<file path="src/rtl/hsv2rgb_pkg.sv">
// shared types and constants for the hsv to rgb converter
`default_nettype none

package hsv2rgb_pkg;

	// pipeline depth, one register stage per entry
	localparam int NUM_STAGES = 5;

	// hue geometry in whole degrees
	localparam int        SECTOR_DEG = 60;
	localparam logic [8:0] HUE_WRAP  = 9'd360;

	// stream payload widths
	localparam int IN_TDATA_W  = 48;
	localparam int OUT_TDATA_W = 24;

	// six 60 degree sectors of the color wheel
	typedef enum logic [2:0] {
		SEC_RY,
		SEC_YG,
		SEC_GC,
		SEC_CB,
		SEC_BM,
		SEC_MR
	} hsv2rgb_sec_t;

	// stage controls and occupancy from the pipeline controller
	typedef struct packed {
		logic [NUM_STAGES-1:0] load;
		logic [NUM_STAGES-1:0] vld;
	} hsv2rgb_ctl_t;

endpackage

`default_nettype wire

</file>
<file path="src/rtl/hsv2rgb_ctrl.sv">
// valid bits and per-stage load enables of the pipeline
`default_nettype none

module hsv2rgb_ctrl
	import hsv2rgb_pkg::*;
(
	input  wire logic         clk,
	input  wire logic         arst_n,
	input  wire logic         in_valid,
	output logic              in_ready,
	output logic              out_valid,
	input  wire logic         out_ready,
	output hsv2rgb_ctl_t      ctl
);

	logic [NUM_STAGES-1:0] vld_q;
	logic [NUM_STAGES-1:0] rdy;

	// a stage takes a beat when it is empty or its beat moves on
	always_comb begin
		rdy[NUM_STAGES-1] = !vld_q[NUM_STAGES-1] || out_ready;
		for (int i = NUM_STAGES - 2; i >= 0; i--) begin
			rdy[i] = !vld_q[i] || rdy[i+1];
		end
	end

	// valid bits follow the data
	always_ff @(posedge clk or negedge arst_n) begin
		if (!arst_n) begin
			vld_q <= '0;
		end else begin
			if (rdy[0]) begin
				vld_q[0] <= in_valid;
			end
			for (int i = 1; i < NUM_STAGES; i++) begin
				if (rdy[i]) begin
					vld_q[i] <= vld_q[i-1];
				end
			end
		end
	end

	assign in_ready  = rdy[0];
	assign out_valid = vld_q[NUM_STAGES-1];
	assign ctl.load  = rdy;
	assign ctl.vld   = vld_q;

endmodule

`default_nettype wire

</file>
<file path="src/rtl/hsv2rgb_hue.sv">
// stage 1: hue wrap, sector decode, secondary weight and input clamp
`default_nettype none

module hsv2rgb_hue
	import hsv2rgb_pkg::*;
#(
	parameter int FRAC_BITS = 15,
	localparam int UW = (FRAC_BITS >= 16) ? 16 : FRAC_BITS + 1
) (
	input  wire logic                clk,
	input  wire logic                load,
	input  wire logic [8:0]          hue,
	input  wire logic [15:0]         saturation,
	input  wire logic [15:0]         brightness,
	output hsv2rgb_sec_t             sec_s1,
	output logic [5:0]               kx_s1,
	output logic [UW-1:0]            s_s1,
	output logic [UW-1:0]            v_s1
);

	localparam logic [31:0] ONE = 32'd1 << FRAC_BITS;

	logic [8:0]   h;
	logic [8:0]   base_deg;
	logic [5:0]   ofs;
	logic [5:0]   kx;
	hsv2rgb_sec_t sec;
	logic [UW-1:0] s_cl;
	logic [UW-1:0] v_cl;

	// wrap hue, find sector and position inside it
	always_comb begin
		h = (hue >= HUE_WRAP) ? hue - HUE_WRAP : hue;
		if (h >= 9'(5 * SECTOR_DEG)) begin
			sec      = SEC_MR;
			base_deg = 9'(5 * SECTOR_DEG);
		end else if (h >= 9'(4 * SECTOR_DEG)) begin
			sec      = SEC_BM;
			base_deg = 9'(4 * SECTOR_DEG);
		end else if (h >= 9'(3 * SECTOR_DEG)) begin
			sec      = SEC_CB;
			base_deg = 9'(3 * SECTOR_DEG);
		end else if (h >= 9'(2 * SECTOR_DEG)) begin
			sec      = SEC_GC;
			base_deg = 9'(2 * SECTOR_DEG);
		end else if (h >= 9'(SECTOR_DEG)) begin
			sec      = SEC_YG;
			base_deg = 9'(SECTOR_DEG);
		end else begin
			sec      = SEC_RY;
			base_deg = '0;
		end
		ofs = 6'(h - base_deg);
		// x is weighted by distance from the nearest even multiple of 60,
		// kept here as the amount subtracted from the full weight
		if (sec == SEC_YG || sec == SEC_CB || sec == SEC_MR) begin
			kx = ofs;
		end else begin
			kx = 6'(SECTOR_DEG) - ofs;
		end
	end

	// clamp fractions to 1.0
	always_comb begin
		s_cl = (32'(saturation) > ONE) ? ONE[UW-1:0] : saturation[UW-1:0];
		v_cl = (32'(brightness) > ONE) ? ONE[UW-1:0] : brightness[UW-1:0];
	end

	always_ff @(posedge clk) begin
		if (load) begin
			sec_s1 <= sec;
			kx_s1  <= kx;
			s_s1   <= s_cl;
			v_s1   <= v_cl;
		end
	end

endmodule

`default_nettype wire

</file>
<file path="src/rtl/hsv2rgb_arith.sv">
// stages 2 to 4: chroma product, scaled terms and per-channel numerators
`default_nettype none

module hsv2rgb_arith
	import hsv2rgb_pkg::*;
#(
	parameter int FRAC_BITS = 15,
	localparam int UW = (FRAC_BITS >= 16) ? 16 : FRAC_BITS + 1,
	localparam int NW = UW + 6 + FRAC_BITS
) (
	input  wire logic          clk,
	input  wire logic [2:0]    load,
	input  wire hsv2rgb_sec_t  sec_s1,
	input  wire logic [5:0]    kx_s1,
	input  wire logic [UW-1:0] s_s1,
	input  wire logic [UW-1:0] v_s1,
	output logic [NW-1:0]      rn_s4,
	output logic [NW-1:0]      gn_s4,
	output logic [NW-1:0]      bn_s4
);

	localparam int PW  = 2 * UW;
	localparam int V6W = UW + 6;
	localparam int PKW = PW + 6;

	hsv2rgb_sec_t   sec_s2;
	logic [5:0]     kx_s2;
	logic [PW-1:0]  prod_s2;
	logic [V6W-1:0] v60_s2;

	hsv2rgb_sec_t   sec_s3;
	logic [PKW-1:0] pk_s3;
	logic [PKW-1:0] p60_s3;
	logic [NW-1:0]  base_s3;

	logic [NW-1:0]  nc;
	logic [NW-1:0]  nx;
	logic [NW-1:0]  nz;

	// chroma product s*v and 60*v
	always_ff @(posedge clk) begin
		if (load[0]) begin
			sec_s2  <= sec_s1;
			kx_s2   <= kx_s1;
			prod_s2 <= PW'(s_s1) * PW'(v_s1);
			v60_s2  <= V6W'({v_s1, 6'b0}) - V6W'({v_s1, 2'b0});
		end
	end

	// deficit terms prod*k and 60*prod, and the full offset 60*v*one
	always_ff @(posedge clk) begin
		if (load[1]) begin
			sec_s3  <= sec_s2;
			pk_s3   <= PKW'(prod_s2) * PKW'(kx_s2);
			p60_s3  <= PKW'({prod_s2, 6'b0}) - PKW'({prod_s2, 2'b0});
			base_s3 <= {v60_s2, {FRAC_BITS{1'b0}}};
		end
	end

	// numerators scaled by 60*one^2: chroma, secondary and zero channels
	always_comb begin
		nc = base_s3;
		nx = base_s3 - NW'(pk_s3);
		nz = base_s3 - NW'(p60_s3);
	end

	// place the three terms by sector
	always_ff @(posedge clk) begin
		if (load[2]) begin
			unique case (sec_s3)
				SEC_RY: begin
					rn_s4 <= nc; gn_s4 <= nx; bn_s4 <= nz;
				end
				SEC_YG: begin
					rn_s4 <= nx; gn_s4 <= nc; bn_s4 <= nz;
				end
				SEC_GC: begin
					rn_s4 <= nz; gn_s4 <= nc; bn_s4 <= nx;
				end
				SEC_CB: begin
					rn_s4 <= nz; gn_s4 <= nx; bn_s4 <= nc;
				end
				SEC_BM: begin
					rn_s4 <= nx; gn_s4 <= nz; bn_s4 <= nc;
				end
				default: begin
					rn_s4 <= nc; gn_s4 <= nz; bn_s4 <= nx;
				end
			endcase
		end
	end

endmodule

`default_nettype wire

</file>
<file path="src/rtl/hsv2rgb_byte.sv">
// stage 5: scale numerators to bytes with truncation and saturation
`default_nettype none

module hsv2rgb_byte
	import hsv2rgb_pkg::*;
#(
	parameter int FRAC_BITS = 15,
	localparam int UW = (FRAC_BITS >= 16) ? 16 : FRAC_BITS + 1,
	localparam int NW = UW + 6 + FRAC_BITS
) (
	input  wire logic          clk,
	input  wire logic          load,
	input  wire logic [NW-1:0] rn_s4,
	input  wire logic [NW-1:0] gn_s4,
	input  wire logic [NW-1:0] bn_s4,
	output logic [7:0]         red_s5,
	output logic [7:0]         green_s5,
	output logic [7:0]         blue_s5
);

	localparam int SH = 2 * FRAC_BITS + 2;
	localparam int WW = (NW + 5 > SH + 10) ? NW + 5 : SH + 10;

	logic [NW-1:0]    num  [3];
	logic [WW-1:0]    wide [3];
	logic [WW-SH-1:0] quo  [3];
	logic [7:0]       byt  [3];

	assign num[0] = rn_s4;
	assign num[1] = gn_s4;
	assign num[2] = bn_s4;

	// 255/60 = 17/4, so byte = (17*n) >> (2*frac+2)
	always_comb begin
		for (int c = 0; c < 3; c++) begin
			wide[c] = WW'({num[c], 4'b0}) + WW'(num[c]);
			quo[c]  = wide[c][WW-1:SH];
			byt[c]  = (quo[c] > (WW-SH)'(255)) ? 8'hff : quo[c][7:0];
		end
	end

	always_ff @(posedge clk) begin
		if (load) begin
			red_s5   <= byt[0];
			green_s5 <= byt[1];
			blue_s5  <= byt[2];
		end
	end

endmodule

`default_nettype wire

</file>
<file path="src/rtl/hsv_to_rgb_converter_top.sv">
// hsv to rgb converter: stream ports, pipeline stages and checks
//
// usage: one hsv color enters per beat on the s_ channel and one rgb
// result leaves per beat on the m_ channel, in the same order.
// s_tdata: hue in whole degrees (360..511 wrap by 360), saturation and
// brightness as unsigned fractions with FRAC_BITS fraction bits, values
// above 1.0 clamp to 1.0. m_tdata: 8-bit red, green and blue, truncated.
// the five register stages are hue decode, s*v product, weight product,
// channel select and byte scaling. throughput is one beat per cycle while
// m_tready stays high.
// each stage has its own valid bit; s_tready falls only when every stage
// holds a beat and m_tready is low, so bubbles close up during a stall and
// a stalled output beat stays on m_tdata until taken.
// reset clears the valid bits only; the data registers are not reset.
`default_nettype none

module hsv_to_rgb_converter_top
	import hsv2rgb_pkg::*;
#(
	parameter int FRAC_BITS = 15
) (
	input  wire logic                   clk,
	input  wire logic                   arst_n,
	input  wire logic                   s_tvalid,
	output logic                        s_tready,
	// hue [8:0], saturation [24:9], brightness [40:25], zero [47:41]
	input  wire logic [IN_TDATA_W-1:0]  s_tdata,
	output logic                        m_tvalid,
	input  wire logic                   m_tready,
	// red [7:0], green [15:8], blue [23:16]
	output logic [OUT_TDATA_W-1:0]      m_tdata
);

	localparam int UW = (FRAC_BITS >= 16) ? 16 : FRAC_BITS + 1;
	localparam int NW = UW + 6 + FRAC_BITS;

	hsv2rgb_ctl_t  ctl;
	hsv2rgb_sec_t  sec_s1;
	logic [5:0]    kx_s1;
	logic [UW-1:0] s_s1;
	logic [UW-1:0] v_s1;
	logic [NW-1:0] rn_s4;
	logic [NW-1:0] gn_s4;
	logic [NW-1:0] bn_s4;
	logic [7:0]    red_s5;
	logic [7:0]    green_s5;
	logic [7:0]    blue_s5;

	// pipeline control
	hsv2rgb_ctrl u_ctrl (
		.clk       (clk),
		.arst_n    (arst_n),
		.in_valid  (s_tvalid),
		.in_ready  (s_tready),
		.out_valid (m_tvalid),
		.out_ready (m_tready),
		.ctl       (ctl)
	);

	// stage 1
	hsv2rgb_hue #(.FRAC_BITS(FRAC_BITS)) u_hue (
		.clk        (clk),
		.load       (ctl.load[0]),
		.hue        (s_tdata[8:0]),
		.saturation (s_tdata[24:9]),
		.brightness (s_tdata[40:25]),
		.sec_s1     (sec_s1),
		.kx_s1      (kx_s1),
		.s_s1       (s_s1),
		.v_s1       (v_s1)
	);

	// stages 2 to 4
	hsv2rgb_arith #(.FRAC_BITS(FRAC_BITS)) u_arith (
		.clk    (clk),
		.load   (ctl.load[3:1]),
		.sec_s1 (sec_s1),
		.kx_s1  (kx_s1),
		.s_s1   (s_s1),
		.v_s1   (v_s1),
		.rn_s4  (rn_s4),
		.gn_s4  (gn_s4),
		.bn_s4  (bn_s4)
	);

	// stage 5
	hsv2rgb_byte #(.FRAC_BITS(FRAC_BITS)) u_byte (
		.clk      (clk),
		.load     (ctl.load[4]),
		.rn_s4    (rn_s4),
		.gn_s4    (gn_s4),
		.bn_s4    (bn_s4),
		.red_s5   (red_s5),
		.green_s5 (green_s5),
		.blue_s5  (blue_s5)
	);

	// output beat packing
	assign m_tdata = {blue_s5, green_s5, red_s5};

`ifndef SYNTHESIS
	// an empty stage anywhere means the input side can take a beat
	a_ready_when_room: assert property (@(posedge clk) disable iff (!arst_n)
		!(&ctl.vld) |-> s_tready)
		else $error("s_tready low with an empty stage");

	// a full pipeline with a stalled output must refuse input
	a_block_when_full: assert property (@(posedge clk) disable iff (!arst_n)
		((&ctl.vld) && !m_tready) |-> !s_tready)
		else $error("s_tready high while pipeline full and stalled");

	// occupancy drops by at most the one beat that leaves
	a_no_lost_beat: assert property (@(posedge clk) disable iff (!arst_n)
		##1 ($countones(ctl.vld) + 1 >= $countones($past(ctl.vld))))
		else $error("pipeline lost a beat");
`endif

endmodule

`default_nettype wire
</file>
<file path="config.mk">
export PLATFORM = sky130hd
export DESIGN_NAME = hsv_to_rgb_converter_top
export DESIGN_NICKNAME = d
export VERILOG_FILES = /design/src/rtl/hsv2rgb_pkg.sv /design/src/rtl/hsv2rgb_ctrl.sv /design/src/rtl/hsv2rgb_hue.sv /design/src/rtl/hsv2rgb_arith.sv /design/src/rtl/hsv2rgb_byte.sv /design/src/rtl/hsv_to_rgb_converter_top.sv
export SDC_FILE = /design/constraint.sdc
export NUM_CORES = 2
export LEC_CHECK = 0
export BUFFER_PORTS_ARGS = -buffer_cell sky130_fd_sc_hd__buf_2
export CAP_MARGIN = 10
export CORE_ASPECT_RATIO = 0.7
export CORE_MARGIN = 3
export CORE_UTILIZATION = 41
export CTS_BUF_LIST = sky130_fd_sc_hd__clkbuf_8 sky130_fd_sc_hd__clkbuf_16
export DETAILED_ROUTE_END_ITERATION = 10
export GPL_ROUTABILITY_DRIVEN = 1
export GPL_TIMING_DRIVEN = 0
export PLACE_DENSITY_LB_ADDON = 0.12
export SYNTH_ARGS = -nofsm -noshare
export SYNTH_HDL_FRONTEND = slang
export SYNTH_SLANG_ARGS = --single-unit
</file>
<file path="constraint.sdc">
create_clock -name clk -period 11.7 [get_ports clk]
set_input_delay 1.755 -clock clk [delete_from_list [all_inputs] [get_ports clk]]
set_output_delay 1.755 -clock clk [all_outputs]
set_load 0.02 [all_outputs]
</file>
# Yosys cells after proc, flatten, opt, wreduce, memory -nomap -nowiden
# Cells that the tools add are included.
# totals
regBits	343
inputBits	52
output_inout_bits	26
# classes
n_reduce_logical	19
magnitude_cmp	11
n_addsub	10
n_mux	15
n_eq_ne	7
multipliers	2
# op_table
cell	count
case mux 37 bit (2 select lines)	3
adder 41 x 37 -> 42 bit	3
subtractor 37 bit	2
multiplier 32 x 6 -> 37 bit	1
subtractor 37 x 34 -> 37 bit	1
2-to-1 mux 6 bit	6
greater-than comparator 16 bit, second input constant	2
multiplier 16 x 16 -> 32 bit	1
greater-than comparator 10 x 8 -> 1 bit, second input constant	3
subtractor 22 x 18 -> 22 bit	1
>= comparator 9 x 8 -> 1 bit, second input constant	2
>= comparator 9 bit, second input constant	2
2-to-1 mux 3 bit	4
OR reduction 2 bit	6
equality test 3 x 2 -> 1 bit, second input constant	3
>= comparator 9 x 6 -> 1 bit, second input constant	1
>= comparator 9 x 7 -> 1 bit, second input constant	1
2-to-1 mux 9 bit	1
subtractor 9 bit, second input constant	1
logical OR 1 bit	7
equality test 3 x 1 -> 1 bit, second input constant	2
equality test 3 bit, second input constant	2
subtractor 6 bit	1
subtractor 6 bit, first input constant	1
3 further kinds	7

# Longest topological paths before layout
# logic_depth
word_depth	12
ltp_mapped	25

# Hierarchy
# From an unflattened synthesis, not the netlist that was laid out.
# hier_totals
cells_unflattened	3750
hier_area_um2	35522.8
# by_module_without_submodules
module	cells_each	n_inst	area_each_um2
hsv2rgb_arith	3085	1	29153.0
hsv2rgb_byte	446	1	3848.7
hsv2rgb_hue	200	1	2298.5
hsv2rgb_ctrl	19	1	222.7

# Least setup slack after synthesis
# No wires, ideal clock.
# synth_path
path_type	input to output
start	input m_tready
end	output s_tready
stages	4
path_slack_ps	5002
arrival_ps	4943
cell_sequence	nor2b_1 > nand4_1 > inv_1 > nand2_1
# synth_rtl
element	line	source
from (decl)	hsv_to_rgb_converter_top.sv:29	input wire logic m_tready,
to (decl)	hsv_to_rgb_converter_top.sv:25	output logic s_tready,

# Worst setup path in the final report
# layout_path
start	register u_hue.v_s1[8]
end	register u_arith.prod_s2[30], data pin
# layout_via
elab_chain_len	1
# layout_rtl
element	line	source
from (decl)	hsv2rgb_hue.sv:18	output logic [UW-1:0] v_s1
from (signal assigned)	hsv2rgb_hue.sv:74	v_s1 <= v_cl;
multiplier 16 x 16 -> 32 bit	hsv2rgb_arith.sv:45	prod_s2 <= PW'(s_s1) * PW'(v_s1);
to (signal assigned)	hsv2rgb_arith.sv:45	
to (decl)	hsv2rgb_arith.sv:28	logic [PW-1:0] prod_s2;
# No other way between the ends.
# A chain may end at the register's enable or synchronous reset.

==> results.md <==
- Result of the run: finished, final reports clean
- RSZ-0062 raised after global routing: false
- Die Span Y: 247 um
- RD Place Congestion: between 0.9 and 1
- Syn Nets: 4198
- Syn. warnings: 0
- CTS Root Cell: clkbuf_16
- R2R cell count: 25
- Initial antenna violation count: 3
- Cts repair resizes: 0
- Peak Freq: between 100 and 150 MHz
- DRC: 0
- Worst Setup Start Kind: flip-flop
- Setup slack, reg-to-reg: roughly 3.7 ns
- Hold Path Sink: u_arith.kx_s2[5]$_DFFE_PP_
- Via-per-instance ratio: 5.35
- DR iter-0 viols: a little over 2000
- Worst rel slew slack: approximately a quarter
- Vias: 25223
- Remaining Overflow, GRT: 0
- CTS H-Tree Depth: 2
- Area share of the largest cell type after synthesis: 29.3%
- Worst Path Arrival: 8.36 ns
- Synth-to-layout area growth: 9.14%
- Num CTS Buffers: 38
- Most numerous cell in the Yosys netlist: inv_1
- Worst-Skew Late Latency: 0.58 ns
- Transition time of the tightest slew-check pin: about 1.1 ns
- Worst r2r src: u_hue.v_s1[8]$_SDFFCE_PN0P_
- Crit share post-route: 68.7%
- Post-synth top cells: inv_1 (509), nand2_1 (461), ha_1 (333)
- Fin. max-slew vios: 0
- Yosys cell types: 88
- Starting Density: 41.8%
- Hold Crit Start: u_hue.kx_s1[5]$_DFFE_PP_
- Core area: between 0.08 and 0.09 mm2
- Hold Path Cell Cnt: 0
- Clock-pin slew on the worst setup and hold paths: 0.06 ns
- Leading area contributor after synthesis: edfxtp_1
- Net count, final: 4313
- Leading post-synthesis cells by cell area: edfxtp_1 (29%), fa_1 (19%), ha_1 (12%), inv_1 (5.6%), nand2_1 (5.1%)
- Max FO, Critical Path: 10
- Largest net degree at the start of global routing: between 60 and 70
- CTS Sinks: 337
- CP Class: reg -> reg
- IO Pins: 78
- RR Endpoint: u_arith.prod_s2[30]$_DFFE_PP_
- Dpl hpwl: slightly below 80000 um
- EDFF count, synth: 332
- DR WL/cell: around 20 um
- Register bit count reported by yosys: 337
- Most used DFF post-synth: edfxtp_1
- Share of flip-flops with an asynchronous set or reset: 1.48%
- Max cap viols: 0
- First-pass GRT wire length: 146000 um
- All-Layer GR Usage: 22.1%
- Total iterations of the first detailed-routing run: 6
- Hold Crit Class: reg -> reg
- Syn avg cell area: 9.72 um2
- ANT nets after route: 0
- Port bufs: 67
- Final min period: 8.04 ns
- CTS tree: done
- DIE WIDTH: 350 um
- Post-CTS setup buffers: 0
- Number of global-route vias before repair: 23931
- Die Footprint: 0.0865 mm2
- Final wirelength: 94200 um
- Sequential share of the synthesized area: 29.7%
- Final Hold Viols: 0
- CP Capture Type: flip-flop
- Sum Neg Setup Slack: 0 ns
- Worst Skew: 0.0316 ns
- Final Setup Violations: 0
- Hold-fix buffers, CTS: 0
- Synth Cell Area: around 0.034 mm2
- Fraction of layout cells with a size suffix above 1: 5.30%
- Cell row count: 87
- CTS Buffer Depth: 3
- CP required: 12.02 ns
- Mapped Cells: 3498
==> cell type report <==
type	count	area, um2
clock buffer	38	951
multi-input combinational	2543	21600
clock inverter	30	309
buffer	109	414
antenna	3	7.51
fill	7885	44200
timing repair buffer	75	482
tap	1068	1340
sequential	337	10100
inverter	509	1910
==> worst max path at each step <==
stage                                 from                             to  slack (ns)  cells past startpoint
5_1_grt        u_hue.v_s1[7]$_SDFFCE_PN0P_  u_arith.prod_s2[30]$_DFFE_PP_        3.22                     25
4_1_cts        u_hue.v_s1[8]$_SDFFCE_PN0P_  u_arith.prod_s2[30]$_DFFE_PP_        3.82                     25
2_1_floorplan                     m_tready                       s_tready        5.00                      4
3_5_place_dp   u_hue.v_s1[8]$_SDFFCE_PN0P_  u_arith.prod_s2[30]$_DFFE_PP_        3.87                     25
3_3_place_gp                      m_tready                       s_tready        2.34                      6
6_report       u_hue.v_s1[8]$_SDFFCE_PN0P_  u_arith.prod_s2[30]$_DFFE_PP_        3.66                     25
==> per-layer routing <==
metal | part of all wire [%] | wire length (um) | GRT usage [%] | vias to the layer above
met5 | 0.029 | 27 | 0 | -
met4 | 1.1 | 1030 | 3.16 | 4
met3 | 8.1 | 7610 | 4.29 | 73
met2 | 38 | 35600 | 29.2 | 794
met1 | 53 | 49900 | 36.9 | 12235
li1 | - | - | - | 12117
==> sequential cells by signal, indices dropped and copies added (netlist names), 5 cells and up <==
register         cells
u_hue.v_s1          16
u_arith.pk_s3       37
u_hue.kx_s1          6
u_ctrl.vld_q         5
u_hue.s_s1          16
u_byte.blue_s5       8
u_byte.red_s5        8
u_byte.green_s5      8
u_arith.gn_s4       37
u_arith.bn_s4       37
u_arith.prod_s2     32
u_arith.base_s3     20
u_arith.v60_s2      20
u_arith.kx_s2        6
u_arith.p60_s3      35
u_arith.rn_s4       37
==> critical path, stage by stage, from the launching register on <==
cell and delay (ns):
edfxtp_1 0.37, clkbuf_1 0.60, clkbuf_1 0.76, nand2_1 0.18, fa_1 0.54, inv_1 0.05
fa_1 0.51, inv_1 0.06, fa_1 0.52, inv_1 0.05, fa_1 0.46, fa_1 0.49
inv_1 0.05, fa_1 0.47, inv_1 0.04, ha_1 0.37, nand2_1 0.11, nor2_1 0.15
nand3_1 0.15, a311oi_1 0.74, o41ai_1 0.26, o21ai_0 0.36, nor3_1 0.11, o21bai_1 0.15
a21oi_1 0.09, xnor2_1 0.13
==> cells by family (layout without fill, tap and decap cells) <==
| logic type | count (synthesis) | count (layout) | synth area share (%) |
|---|---|---|---|
| buffers and inverters | 618 | 761 | 6.84 |
| flip-flops | 337 | 337 | 29.7 |
| AO/OA/AOI/OAI | 663 | 663 | 12.7 |
| XOR/XNOR | 196 | 196 | 5.18 |
| other | 0 | 3 | 0 |
| AND/OR/NAND/NOR | 1026 | 1026 | 14.5 |
| adder cells (fa/ha/maj) | 648 | 648 | 30.8 |
| multiplexers | 10 | 10 | 0.294 |
==> per-stage QoR <==
step | area (um2) | hold WS [ns] | utilization [%] | worst slack, ns | std cells
after floorplan | 34000 | 0.400 | - | 5.00 | 3498
final | 37100 | 0.409 | 45.6 | 3.66 | 4712
after global routing | 37100 | 0.404 | 45.6 | 3.22 | 4709
after CTS | 37100 | 0.413 | 45.6 | 3.82 | 4709
after detailed placement | 35800 | 0.405 | 44.1 | 3.87 | 4641
after global placement | 35700 | 0.400 | 43.9 | 2.34 | 4633
==> cell usage in the layout (no fill, tap or decap), drive strengths merged, types with 11 or more instances in the layout <==
cell    instances
inv           513
nand2         461
fa            315
clkbuf        139
nand2b         29
edfxtp        332
o21bai         23
a31oi          22
nor4           15
a21o           77
clkinv         18
and2          146
nor2b          47
a21oi         175
xnor2         128
and3           17
o22ai          54
xor2           68
nor2          140
o21ai         142
nor3           52
buf            83
nand3          32
o221ai         16
nand3b         14
a211oi         27
o211ai         21
or2            11
ha            333
o21a           21
nand4          25
Power is left out: the tool's default activity adds up to more than one toggle a clock period on the data nets, which glitch-free logic cannot reach.
